[src/rtl/mcbm_pkg.sv]
// ----------------------------------------------------------------------------
// Multicart bank mapper package
// Request codes, decode constants and the bank register file request type.
// ----------------------------------------------------------------------------
package mcbm_pkg;

  typedef enum logic [1:0] {
    FUNC_WRITE = 2'd0,
    FUNC_PRG   = 2'd1,
    FUNC_CHR   = 2'd2,
    FUNC_IDLE  = 2'd3
  } func_t;

  localparam int unsigned BANK_REGS = 8;
  localparam int unsigned BANK_AW   = $clog2(BANK_REGS);

  localparam logic [15:0] ADDR_DECODE    = 16'hE001;
  localparam logic [15:0] ADDR_BANK_SEL  = 16'h8000;
  localparam logic [15:0] ADDR_BANK_DATA = 16'h8001;

  localparam int unsigned SEL_PRG_SWAP_BIT = 6;
  localparam int unsigned SEL_CHR_INV_BIT  = 7;

  localparam logic [7:0] BANK_FIXED_LAST  = 8'hFF;
  localparam logic [7:0] BANK_FIXED_PENUL = 8'hFE;

  // Register numbers used by the lookups
  localparam logic [BANK_AW-1:0] REG_PRG_A = 3'd6;
  localparam logic [BANK_AW-1:0] REG_PRG_B = 3'd7;

  // Bank register contents after reset, R0..R7
  localparam logic [7:0] BANK_RESET [BANK_REGS] = '{
    8'd0, 8'd2, 8'd4, 8'd5, 8'd6, 8'd7, 8'd0, 8'd1
  };

  typedef struct packed {
    logic               we;
    logic [BANK_AW-1:0] waddr;
    logic [7:0]         wdata;
    logic               re;
    logic [BANK_AW-1:0] raddr;
  } ram_req_t;

endpackage

[src/rtl/mcbm_in_if.sv]
// ----------------------------------------------------------------------------
// Multicart bank mapper request channel
// Valid/ready channel carrying one CPU or video bus request.
// ----------------------------------------------------------------------------
interface mcbm_in_if;
  logic        valid;
  logic        ready;
  logic [1:0]  func;
  logic [15:0] address;
  logic [7:0]  data;

  modport source (output valid, output func, output address, output data, input ready);
  modport sink   (input valid, input func, input address, input data, output ready);
endinterface

[src/rtl/mcbm_out_if.sv]
// ----------------------------------------------------------------------------
// Multicart bank mapper result channel
// Valid/ready channel carrying one translated ROM offset.
// ----------------------------------------------------------------------------
interface mcbm_out_if;
  logic        valid;
  logic        ready;
  logic        hit;
  logic [19:0] rom_offset;

  modport source (output valid, output hit, output rom_offset, input ready);
  modport sink   (input valid, input hit, input rom_offset, output ready);
endinterface

[src/rtl/mcbm_bank_ram.sv]
// ----------------------------------------------------------------------------
// Multicart bank mapper bank register file
// Eight byte RAM, registered read, per-entry valid bits that make
// unwritten entries read as their reset contents.
// ----------------------------------------------------------------------------
module mcbm_bank_ram (
  input  logic                     clk,
  input  logic                     rst_n,
  input  mcbm_pkg::ram_req_t       req,
  output logic [7:0]               rdata
);

  logic [7:0]                    mem [mcbm_pkg::BANK_REGS];
  logic [mcbm_pkg::BANK_REGS-1:0] valid_r;
  logic [7:0]                    mem_q_r;
  logic                          vld_q_r;
  logic [mcbm_pkg::BANK_AW-1:0]  raddr_q_r;

  // Read before write: a read sees the contents from earlier edges only
  always_ff @(posedge clk) begin
    if (req.we) begin
      mem[req.waddr] <= req.wdata;
    end
    if (req.re) begin
      mem_q_r   <= mem[req.raddr];
      raddr_q_r <= req.raddr;
    end
  end

  always_ff @(posedge clk) begin
    if (!rst_n) begin
      valid_r <= '0;
      vld_q_r <= 1'b0;
    end else begin
      if (req.re) begin
        vld_q_r <= valid_r[req.raddr];
      end
      if (req.we) begin
        valid_r[req.waddr] <= 1'b1;
      end
    end
  end

  assign rdata = vld_q_r ? mem_q_r : mcbm_pkg::BANK_RESET[raddr_q_r];

endmodule

[src/rtl/multicart_bank_mapper_top.sv]
// ----------------------------------------------------------------------------
// Multicart bank mapper top level
// Request to result: bank RAM read (stage 1), then the output register.
// One request per cycle while results drain; one bank RAM access per cycle.
// Reset (synchronous, rst_n low): pipeline empty, outer register unlocked,
// size masks at full ROM, bank registers at their power-on values at once.
// ----------------------------------------------------------------------------
module multicart_bank_mapper_top (
  input  logic        clk,
  input  logic        rst_n,
  mcbm_in_if.sink     in_ch,
  mcbm_out_if.source  out_ch,
  input  logic        cfg_psel,
  input  logic        cfg_penable,
  input  logic        cfg_pwrite,
  input  logic [2:0]  cfg_paddr,
  input  logic [31:0] cfg_pwdata,
  output logic [31:0] cfg_prdata,
  output logic        cfg_pready
);

  localparam logic CFG_PRG_MASK = 1'b0;
  localparam logic CFG_CHR_MASK = 1'b1;

  typedef enum logic [1:0] {
    LK_NONE = 2'd0,
    LK_PRG  = 2'd1,
    LK_CHR  = 2'd2
  } lookup_t;

  typedef struct packed {
    lookup_t     kind;
    logic        use_mem;
    logic [7:0]  cval;
    logic        pair;
    logic        lsb;
    logic [12:0] low;
    logic [7:0]  outer;
  } stage_t;

  // Configuration and mapper control state
  logic [6:0] prg_mask_r;
  logic [9:0] chr_mask_r;
  logic [7:0] outer_latch_r;
  logic       outer_locked_r;
  logic [2:0] bank_sel_r;
  logic       prg_swap_r;
  logic       chr_inv_r;

  logic        s1_vld_r;
  stage_t      s1_r;
  stage_t      s1_nxt;
  logic        out_vld_r;
  logic        out_hit_r;
  logic [19:0] out_off_r;
  logic        out_hit_nxt;
  logic [19:0] out_off_nxt;

  logic                 acc;
  logic                 s1_adv;
  logic                 cfg_wr;
  mcbm_pkg::ram_req_t   ram_req;
  logic [7:0]           ram_rdata;
  logic [15:0]          dec_addr;
  logic                 wr_sel;
  logic                 wr_bank;
  logic                 wr_outer;
  logic [1:0]           pslot;
  logic [2:0]           cslot;

  // Output stage math
  logic [7:0]  bank_v;
  logic [6:0]  prg_outer;
  logic [4:0]  prg_inner;
  logic [6:0]  prg_bank;
  logic [9:0]  chr_outer;
  logic [7:0]  chr_inner;
  logic [9:0]  chr_bank;

  assign s1_adv       = s1_vld_r && (!out_vld_r || out_ch.ready);
  assign in_ch.ready  = !s1_vld_r || s1_adv;
  assign acc          = in_ch.valid && in_ch.ready;
  assign cfg_pready   = 1'b1;
  assign cfg_wr       = cfg_psel && cfg_penable && cfg_pwrite && cfg_pready;

  always_comb begin
    case (cfg_paddr[2])
      CFG_PRG_MASK: cfg_prdata = {25'd0, prg_mask_r};
      default:      cfg_prdata = {22'd0, chr_mask_r};
    endcase
  end

  // Request decode
  always_comb begin
    dec_addr = in_ch.address & mcbm_pkg::ADDR_DECODE;
    wr_sel   = 1'b0;
    wr_bank  = 1'b0;
    wr_outer = 1'b0;
    pslot    = in_ch.address[14:13];
    cslot    = in_ch.address[12:10] ^ {chr_inv_r, 2'b00};

    ram_req       = '0;
    ram_req.waddr = bank_sel_r;
    ram_req.wdata = in_ch.data;

    s1_nxt         = '0;
    s1_nxt.kind    = LK_NONE;
    s1_nxt.low     = in_ch.address[12:0];
    s1_nxt.outer   = outer_latch_r;
    s1_nxt.lsb     = cslot[0];

    case (mcbm_pkg::func_t'(in_ch.func))
      mcbm_pkg::FUNC_WRITE: begin
        if (in_ch.address[15]) begin
          wr_sel  = (dec_addr == mcbm_pkg::ADDR_BANK_SEL);
          wr_bank = (dec_addr == mcbm_pkg::ADDR_BANK_DATA);
        end else begin
          wr_outer = (in_ch.address[14:13] == 2'b11) && !outer_locked_r;
        end
      end
      mcbm_pkg::FUNC_PRG: begin
        if (in_ch.address[15]) begin
          s1_nxt.kind = LK_PRG;
          if (pslot == 2'd1) begin
            s1_nxt.use_mem = 1'b1;
            ram_req.raddr  = mcbm_pkg::REG_PRG_B;
          end else if (pslot == 2'd3) begin
            s1_nxt.cval = mcbm_pkg::BANK_FIXED_LAST;
          end else if ((pslot == 2'd0) == !prg_swap_r) begin
            s1_nxt.use_mem = 1'b1;
            ram_req.raddr  = mcbm_pkg::REG_PRG_A;
          end else begin
            s1_nxt.cval = mcbm_pkg::BANK_FIXED_PENUL;
          end
        end
      end
      mcbm_pkg::FUNC_CHR: begin
        if (in_ch.address[15:13] == 3'd0) begin
          s1_nxt.kind    = LK_CHR;
          s1_nxt.use_mem = 1'b1;
          if (!cslot[2]) begin
            // 2K slots: R0 or R1 with its low bit taken from the slot
            s1_nxt.pair   = 1'b1;
            ram_req.raddr = {2'b00, cslot[1]};
          end else begin
            ram_req.raddr = cslot - 3'd2;
          end
        end
      end
      default: begin
      end
    endcase

    ram_req.we = acc && wr_bank;
    ram_req.re = acc && s1_nxt.use_mem;
  end

  mcbm_bank_ram u_bank_ram (
    .clk   (clk),
    .rst_n (rst_n),
    .req   (ram_req),
    .rdata (ram_rdata)
  );

  always_ff @(posedge clk) begin
    if (!rst_n) begin
      prg_mask_r     <= 7'd127;
      chr_mask_r     <= 10'd1023;
      outer_latch_r  <= '0;
      outer_locked_r <= 1'b0;
      bank_sel_r     <= '0;
      prg_swap_r     <= 1'b0;
      chr_inv_r      <= 1'b0;
    end else begin
      if (cfg_wr) begin
        case (cfg_paddr[2])
          CFG_PRG_MASK: prg_mask_r <= cfg_pwdata[6:0];
          default:      chr_mask_r <= cfg_pwdata[9:0];
        endcase
      end
      if (acc && wr_sel) begin
        bank_sel_r <= in_ch.data[2:0];
        prg_swap_r <= in_ch.data[mcbm_pkg::SEL_PRG_SWAP_BIT];
        chr_inv_r  <= in_ch.data[mcbm_pkg::SEL_CHR_INV_BIT];
      end
      if (acc && wr_outer) begin
        outer_latch_r  <= in_ch.data;
        outer_locked_r <= 1'b1;
      end
    end
  end

  // Stage 1: snapshot of the request alongside the RAM read
  always_ff @(posedge clk) begin
    if (!rst_n) begin
      s1_vld_r <= 1'b0;
    end else if (acc) begin
      s1_vld_r <= 1'b1;
    end else if (s1_adv) begin
      s1_vld_r <= 1'b0;
    end
  end

  always_ff @(posedge clk) begin
    if (acc) begin
      s1_r <= s1_nxt;
    end
  end

  // Bank number and ROM offset from the outer block and size masks
  always_comb begin
    if (!s1_r.use_mem) begin
      bank_v = s1_r.cval;
    end else if (s1_r.pair) begin
      bank_v = {ram_rdata[7:1], s1_r.lsb};
    end else begin
      bank_v = ram_rdata;
    end

    prg_outer = {s1_r.outer[2:1], s1_r.outer[3] & s1_r.outer[0], 4'd0};
    prg_inner = s1_r.outer[3] ? 5'h0F : 5'h1F;
    prg_bank  = (prg_outer | {2'd0, bank_v[4:0] & prg_inner}) & prg_mask_r;

    chr_outer = {s1_r.outer[5], s1_r.outer[2], s1_r.outer[6] & s1_r.outer[4], 7'd0};
    chr_inner = s1_r.outer[6] ? 8'h7F : 8'hFF;
    chr_bank  = (chr_outer | {2'd0, bank_v & chr_inner}) & chr_mask_r;

    case (s1_r.kind)
      LK_PRG: begin
        out_hit_nxt = 1'b1;
        out_off_nxt = {prg_bank, s1_r.low};
      end
      LK_CHR: begin
        out_hit_nxt = 1'b1;
        out_off_nxt = {chr_bank, s1_r.low[9:0]};
      end
      default: begin
        out_hit_nxt = 1'b0;
        out_off_nxt = '0;
      end
    endcase
  end

  always_ff @(posedge clk) begin
    if (!rst_n) begin
      out_vld_r <= 1'b0;
    end else if (s1_adv) begin
      out_vld_r <= 1'b1;
    end else if (out_ch.ready) begin
      out_vld_r <= 1'b0;
    end
  end

  always_ff @(posedge clk) begin
    if (s1_adv) begin
      out_hit_r <= out_hit_nxt;
      out_off_r <= out_off_nxt;
    end
  end

  assign out_ch.valid      = out_vld_r;
  assign out_ch.hit        = out_hit_r;
  assign out_ch.rom_offset = out_off_r;

endmodule

[src/flat_wrapper.sv]
// flat-port wrapper written by rule: the top's interface ports become plain ports
module multicart_bank_mapper_top_flat 
  (clk, rst_n, cfg_psel, cfg_penable, cfg_pwrite, cfg_paddr, cfg_pwdata, cfg_prdata, cfg_pready, in_ch_valid, in_ch_func, in_ch_address, in_ch_data, in_ch_ready, out_ch_valid, out_ch_hit, out_ch_rom_offset, out_ch_ready);
  mcbm_in_if in_ch_i ();
  mcbm_out_if out_ch_i ();
  input  logic clk;
  input  logic rst_n;
  input  logic cfg_psel;
  input  logic cfg_penable;
  input  logic cfg_pwrite;
  input  logic [2:0] cfg_paddr;
  input  logic [31:0] cfg_pwdata;
  output logic [31:0] cfg_prdata;
  output logic cfg_pready;
  input wire logic [$bits(in_ch_i.valid)-1:0] in_ch_valid;
  input wire logic [$bits(in_ch_i.func)-1:0] in_ch_func;
  input wire logic [$bits(in_ch_i.address)-1:0] in_ch_address;
  input wire logic [$bits(in_ch_i.data)-1:0] in_ch_data;
  output wire logic [$bits(in_ch_i.ready)-1:0] in_ch_ready;
  output wire logic [$bits(out_ch_i.valid)-1:0] out_ch_valid;
  output wire logic [$bits(out_ch_i.hit)-1:0] out_ch_hit;
  output wire logic [$bits(out_ch_i.rom_offset)-1:0] out_ch_rom_offset;
  input wire logic [$bits(out_ch_i.ready)-1:0] out_ch_ready;
  assign in_ch_i.valid = in_ch_valid;
  assign in_ch_i.func = in_ch_func;
  assign in_ch_i.address = in_ch_address;
  assign in_ch_i.data = in_ch_data;
  assign in_ch_ready = in_ch_i.ready;
  assign out_ch_valid = out_ch_i.valid;
  assign out_ch_hit = out_ch_i.hit;
  assign out_ch_rom_offset = out_ch_i.rom_offset;
  assign out_ch_i.ready = out_ch_ready;
  multicart_bank_mapper_top u_core (.clk(clk), .rst_n(rst_n), .in_ch(in_ch_i), .out_ch(out_ch_i), .cfg_psel(cfg_psel), .cfg_penable(cfg_penable), .cfg_pwrite(cfg_pwrite), .cfg_paddr(cfg_paddr), .cfg_pwdata(cfg_pwdata), .cfg_prdata(cfg_prdata), .cfg_pready(cfg_pready));
endmodule
[config.mk]
export PLATFORM = sky130hd
export DESIGN_NAME = multicart_bank_mapper_top_flat
export DESIGN_NICKNAME = d
export VERILOG_FILES = /design/src/rtl/mcbm_pkg.sv /design/src/rtl/mcbm_in_if.sv /design/src/rtl/mcbm_out_if.sv /design/src/rtl/mcbm_bank_ram.sv /design/src/rtl/multicart_bank_mapper_top.sv /design/src/flat_wrapper.sv
export SDC_FILE = /design/constraint.sdc
export NUM_CORES = 1
export LEC_CHECK = 0
export BUFFER_PORTS_ARGS = -buffer_cell sky130_fd_sc_hd__buf_2
export CORE_ASPECT_RATIO = 1.2
export CORE_UTILIZATION = 30
export CTS_CLUSTER_DIAMETER = 50
export CTS_CLUSTER_SIZE = 40
export DETAILED_ROUTE_END_ITERATION = 10
export GPL_TIMING_DRIVEN = 1
export PLACE_DENSITY = 0.47
export REMOVE_ABC_BUFFERS = 1
export SETUP_SLACK_MARGIN = 0.5
export SYNTH_ARGS = -nofsm -noshare
export SYNTH_HDL_FRONTEND = slang
export SYNTH_HIERARCHICAL = 1
export SYNTH_SLANG_ARGS = --single-unit
[constraint.sdc]
create_clock -name clk -period 4.9 [get_ports clk]
set_input_delay 0 -clock clk [delete_from_list [all_inputs] [get_ports clk]]
set_output_delay 0 -clock clk [all_outputs]
set_load 0.02 [all_outputs]
== Word-level counts from Yosys, hierarchy flattened ==
Memory sizes are Yosys's and may differ from the RTL's. A register that Yosys moved wholly into a read port is not among the register bits.
Index checks and enable logic that the tools add are counted.

* Bitwise logic cells: 14
* $add $sub $neg: 1
* Reductions and logical operators: 26
* Eq/ne operators: 9
* Magnitude comparators: 4
* Div/mod/pow operators: 0
* Muxes and demuxes: 43
* Multiply operators: 0
* Shifts and indexed selects: 0

{| class="wikitable"
|+ Operators with widths
! kind !! number
|-
| 8-bit two-way mux || 8
|-
| 20-bit one-hot mux with 2 select lines || 1
|-
| 3-bit two-way mux || 7
|-
| 1-bit two-way mux || 20
|-
| 10-bit two-way mux || 2
|-
| 3-bit one-hot mux with 2 select lines || 2
|-
| 10-bit AND || 1
|-
| 1-bit logical AND || 10
|-
| 10-bit by 8-bit OR with 10-bit output || 1
|-
| 8-bit AND || 1
|-
| 4-bit == test (second input constant) || 2
|-
| 3-bit by 4-bit less-than comparator with 1-bit output (second input constant) || 2
|-
| 8-bit OR || 1
|-
| 7-bit AND || 1
|-
| 7-bit by 5-bit OR with 7-bit output || 1
|-
| 2-bit by 1-bit == test with 1-bit output (second input constant) || 3
|-
| 2-bit == test (second input constant) || 3
|-
| 2-bit AND reduction || 3
|-
| 5-bit AND || 1
|-
| 5-bit two-way mux || 1
|-
| 4-bit greater-or-equal comparator (second input constant) || 1
|-
| 1-bit zero test || 4
|-
| 2-bit zero test || 2
|-
| 3-bit inverter with 4-bit output || 1
|-
| 13 further kinds || 18
|}

* Memories kept: 2
* Word-level logic and storage cells: 120
* Bits in latches: 0
* Output and inout bits: 56
* Memory bits (read-only): 64
* Memory bits (writable): 64
* Bits in registers: 98

{| class="wikitable"
|+ Memories
! memory !! depth !! bits a word !! rd ports !! clocked after Yosys merged registers in !! wr ports !! RTL line !! RTL
|-
| (no name shown) || 8 || 8 || 1 || 0 || 0 || mcbm_bank_ram.sv:44 || <nowiki>assign rdata = vld_q_r ? mem_q_r : mcbm_pkg::BANK_RESET[raddr_q_r];</nowiki>
|-
| u_core.u_bank_ram.mem || 8 || 8 || 1 || 1 || 1 || mcbm_bank_ram.sv:13 || <nowiki>logic [7:0] mem [mcbm_pkg::BANK_REGS];</nowiki>
|}

== Longest topological paths before layout ==
* Depth in word-level cells: 11
* Mapped depth: 10
* Gate-level depth less buffers: 8

== Cells and area by module ==
Netlist, hierarchy kept.

{| class="wikitable"
|+ By module, submodules not included
! module !! instances !! cells an instance !! seq. area each (um^2) !! area an instance (um^2)
|-
| multicart_bank_mapper_top || 1 || 324 || 2052.0 || 3445.8
|-
| mcbm_bank_ram || 1 || 157 || 2432.3 || 3229.3
|}

== Worst setup path before layout ==
OpenSTA, ideal clock, no wires.

* Kind: flip-flop to flip-flop
* From: register u_core.out_vld_r (netlist: u_core/out_ch.valid)
* To: memory u_core.u_bank_ram.mem[4][0] (enable)
* Path buffers: 1
* Arrival: 3.225 ns
* Data required time: 4.514 ns
* Cell stages (with the launch flop): 8
* Path slack: 1.289 ns
* Period minus slack after synthesis: 3.611 ns
* Path through: dfxtp_1 > and3b_1 > clkbuf_1 > nor2b_1 > nand2_1 > nor4_1 > nand2_1 > nor3_1

{| class="wikitable"
|+ RTL lines
! item !! RTL line !! RTL
|-
| start: declaration || multicart_bank_mapper_top.sv:53 || <nowiki>logic out_vld_r;</nowiki>
|-
| start signal: assignment || multicart_bank_mapper_top.sv:246 || <nowiki>out_vld_r <= 1'b0;</nowiki>
|-
| start signal: assignment || multicart_bank_mapper_top.sv:248 || <nowiki>out_vld_r <= 1'b1;</nowiki>
|-
| start signal: assignment || multicart_bank_mapper_top.sv:250 || <nowiki>out_vld_r <= 1'b0;</nowiki>
|-
| end: declaration || mcbm_bank_ram.sv:13 ||
|}

==> summary.md <==
| Metric | Value |
|---|---|
| Net Sw Power | 0.000677 W |
| Leakage power | 2.96 nW |
| Post-synthesis register bit count | 163 |
| CP max FO | 18 |
| Max-Cap Viols | 0 |
| Share of cells above drive strength 1 | 0.233 |
| CTS Buf Count | 17 |
| RSZ-0062 raised after global routing | false |
| Post-Place Cells | 812 |
| Clock power frac | 0.413 |
| Hold wc startpoint | in_ch_func[0] |
| Clk Latency, worst-skew pair | 0.42 ns |
| I/O Buffers | 76 |
| Core ar. | roughly 22000 µm² |
| Reg power frac | 0.522 |
| Largest delay share family, worst path | simple AND/OR/NAND/NOR gates |
| Slew Viols, Final | 0 |
| Power Density | 359 nW/µm² |
| CP startpoint | in_ch_address[14] |
| Dpl hpwl | 9350 µm |
| I/O pin cnt | 124 |
| FILL cells | 2067 |
| Worst path arrival time | between 3 and 4 ns |
| # hold bufs at CTS | 36 |
| Top-area cell type share of the netlist area | 0.549 |
| Non-Filler Instances | 880 |
| Sequential-to-total area share from yosys stat | 0.672 |
| Via Count | 4057 |
| Crit-path cells | dlygate4sd3_1 -> buf_2 -> or4b_1 -> o22ai_1 -> and2_1 -> mux4_1 -> mux2_2 |
| Vias in the first global route | 4103 |
| Worst path bufs/invs | 2 |
| Global-route wire length before repair | 22300 µm |
| Layout area overhead | 22.0% |
| Status | finished with violations |
| WL final | around 14000 µm |
| Crit start category | primary input |
| Nature of the critical path endpoint | flip-flop |
| Final-report setup violation count | 0 |
| Post-synthesis instance total | ~480 |
| TNS Setup | 0 ns |
| Total track usage | 0.129 |
| Combinational share of power | 0.065 |
| Cell with the biggest individual delay on the critical path | and2_1 |
| Number of synthesized flops with an enable pin | 122 |
| Largest area contributor in the netlist | edfxtp_1 |
| Slowest stage delay, CP | between 0.9 and 1 ns |
| Setup ws final | 1.62 ns |
| Shortest period the worst path allows | 3.28 ns |
| DP Worst Slack | roughly 1.6 ns |
| Site Rows | 59 |
| Mapped Area | roughly 6700 µm² |
| Worst Tran Pin Value | between 1 and 1.5 ns |
| GPL Wtd Cong | 0.741 |
| Number of remaining DRC errors | 33 |
| Yosys cell types | 45 |
| H-tree Lvls | 4 |
| Fin nets | between 600 and 700 |
| Avg Synthesized Cell Area | 13.9 µm² |
| Initial antenna violation count | 0 |
| Num Clock Sinks | 163 |
| Root buf cell | clkbuf_16 |
| Sw Ratio | 0.232 |
| CTS clk-pin slew, worst paths | roughly 0.060 ns |
| DIE WIDTH | 138 µm |
| Vias per inst | 4.61 |
| Remaining antenna violation count | 0 |
| R2R Path Start | u_core/chr_inv_r |
| Asr flop ratio synth | 0 |
| Final hold vios | 0 |
| Achievable Freq | 0.305 GHz |
| Ys flop type | edfxtp_1 |
| Setup Fix Bufs, Post-CTS | 0 |
| CP required | 5.07 ns |
| 1st-iter DRT viols | ~150 |
| 1st-pass router iterations | 7 |
| Grt ovf | 0 |
| CTS Buffer Depth | 2 |
| TritonCTS clock tree | built |
| Tot Pwr | a little under 0.003 W |
| Die area | between 20000 and 25000 µm² |
| Synth area leaders | edfxtp_1 55%, dfxtp_1 12%, nand2_1 3.3% |
| Pint | 0.00225 W |
| Wire per inst | 16.0 µm |
| Crit Path Class | in -> reg |
| Max Clock Skew | 0.0134 ns |
| Worst vdd rail ir drop | 0.000175 V |
| Ant. Diodes | 0 |
| Largest net degree at the start of global routing | 54 |
| Gates resized, CTS repair | 0 |
| Normalized max-slew margin | 0.188 |
| Synth Warn # | 6 |
| Failing checks | design-rule violations |
| Fin crit share | 0.670 |
| Initial Util | 0.307 |
| Die height | 165 µm |
| Worst Hold Class | in -> reg |
-- cell usage after synthesis (all sizes together) (5+ instances only) --
cell type / count
dfxtp: 41
mux2: 15
o21ai: 16
ha: 5
o21a: 11
nand2: 58
nor2b: 5
edfxtp: 122
mux4: 17
nand2b: 5
a21oi: 11
nand3: 42
and2: 19
clkbuf: 13
mux2i: 6
nor2: 19
buf: 31
inv: 10
-- routing by layer --
metal	share of wire	track usage
met4	0.013	0.0531
met1	0.43	0.145
met2	0.52	0.242
met5	0	0
met3	0.030	0.0251
-- placed cells by master, fill, tap and decap left out, drive strengths merged, types with 4 or more instances in the layout --
master / netlist / layout
nand2: 58 / 58
and2: 19 / 19
nor2b: 5 / 5
nor2: 19 / 19
o21a: 11 / 11
nor3: 4 / 4
dfxtp: 41 / 41
conb: 2 / 23
ha: 5 / 5
mux4: 17 / 17
inv: 10 / 17
mux2: 15 / 15
mux2i: 6 / 6
o21ai: 16 / 16
clkbuf: 13 / 20
buf: 31 / 80
clkinv: 0 / 4
a21o: 4 / 4
nand2b: 5 / 5
dlygate4sd3: 0 / 36
nand3: 42 / 42
a21oi: 11 / 11
edfxtp: 122 / 122
-- kinds of logic after synthesis --
kind of cell | Yosys count | synth area share
DFF | 163 | 0.672
AOI/OAI and AO/OA | 54 | 0.0529
xor gates and xnor gates | 4 | 0.00525
and+or+nand+nor | 161 | 0.117
buffers and inverters | 54 | 0.0461
other | 2 | 0.00113
adders and majority gates | 5 | 0.00937
muxes | 38 | 0.0962
-- final cells by class --
| type | instances | area, µm² | area share |
|---|---|---|---|
| timing repair buffer | 116 | 771 | 0.0946 |
| sequential | 163 | 4480 | 0.551 |
| clock inverter | 12 | 96.3 | 0.0118 |
| inverter | 10 | 37.5 | 0.00461 |
| multi-input combinational | 285 | 1980 | 0.243 |
| tap | 274 | 343 | 0.0421 |
| clock buffer | 20 | 437 | 0.0536 |
-- metrics by stage --
step	utilization	hold WS [ns]	cell area (µm²)
2_1_floorplan	-	0.0718	6480
3_5_place_dp	0.333	0.178	7250
3_3_place_gp	0.333	0.178	7250
5_1_grt	0.374	0.162	8150
4_1_cts	0.374	0.131	8150
6_report	0.374	0.162	8150
-- worst register-to-register path, cell delays in order, from the launching register on --
cell     delay, ns
dfxtp_1       0.34
xnor2_1       0.25
mux2i_1       0.12
o22ai_1       0.13
and2_1        0.93
mux4_1        0.73
mux2_2        0.29
-- power by group through the flow --
stage | sequential, W | clock (W) | combinational [W]
floorplan | 0.00157 | 0 | 0.0000825
global placement | 0.00156 | 0 | 0.000167
detailed placement | 0.00156 | 0 | 0.000170
CTS | 0.00153 | 0.00124 | 0.000193
global route | 0.00153 | 0.00129 | 0.000208
finish | 0.00153 | 0.00121 | 0.000191
-- flip-flops by register name (all words and copies together), names as in the netlist, 7 cells and up --
signal                     cells
u_core/prg_mask_r              7
u_core/out_ch.rom_offset      20
u_core/u_bank_ram/valid_r      8
u_core/u_bank_ram/mem_q_r      8
u_core/s1_r                   23
u_core/u_bank_ram/mem         64
u_core/outer_latch_r           7
u_core/chr_mask_r             10
-- path summary, 6_finish.rpt --
check | end | cells after the start | slack [ns]
hold / removal | u_core/s1_r[32] | 3 | 0.16
hold reg to reg | u_core/prg_outer[5] | 0 | 0.43
setup / recovery | u_core/u_bank_ram/mem_q_r[5] | 7 | 1.62
setup reg to reg | u_core/u_bank_ram/mem_q_r[5] | 6 | 1.87
(Power assumes the default switching activity.)
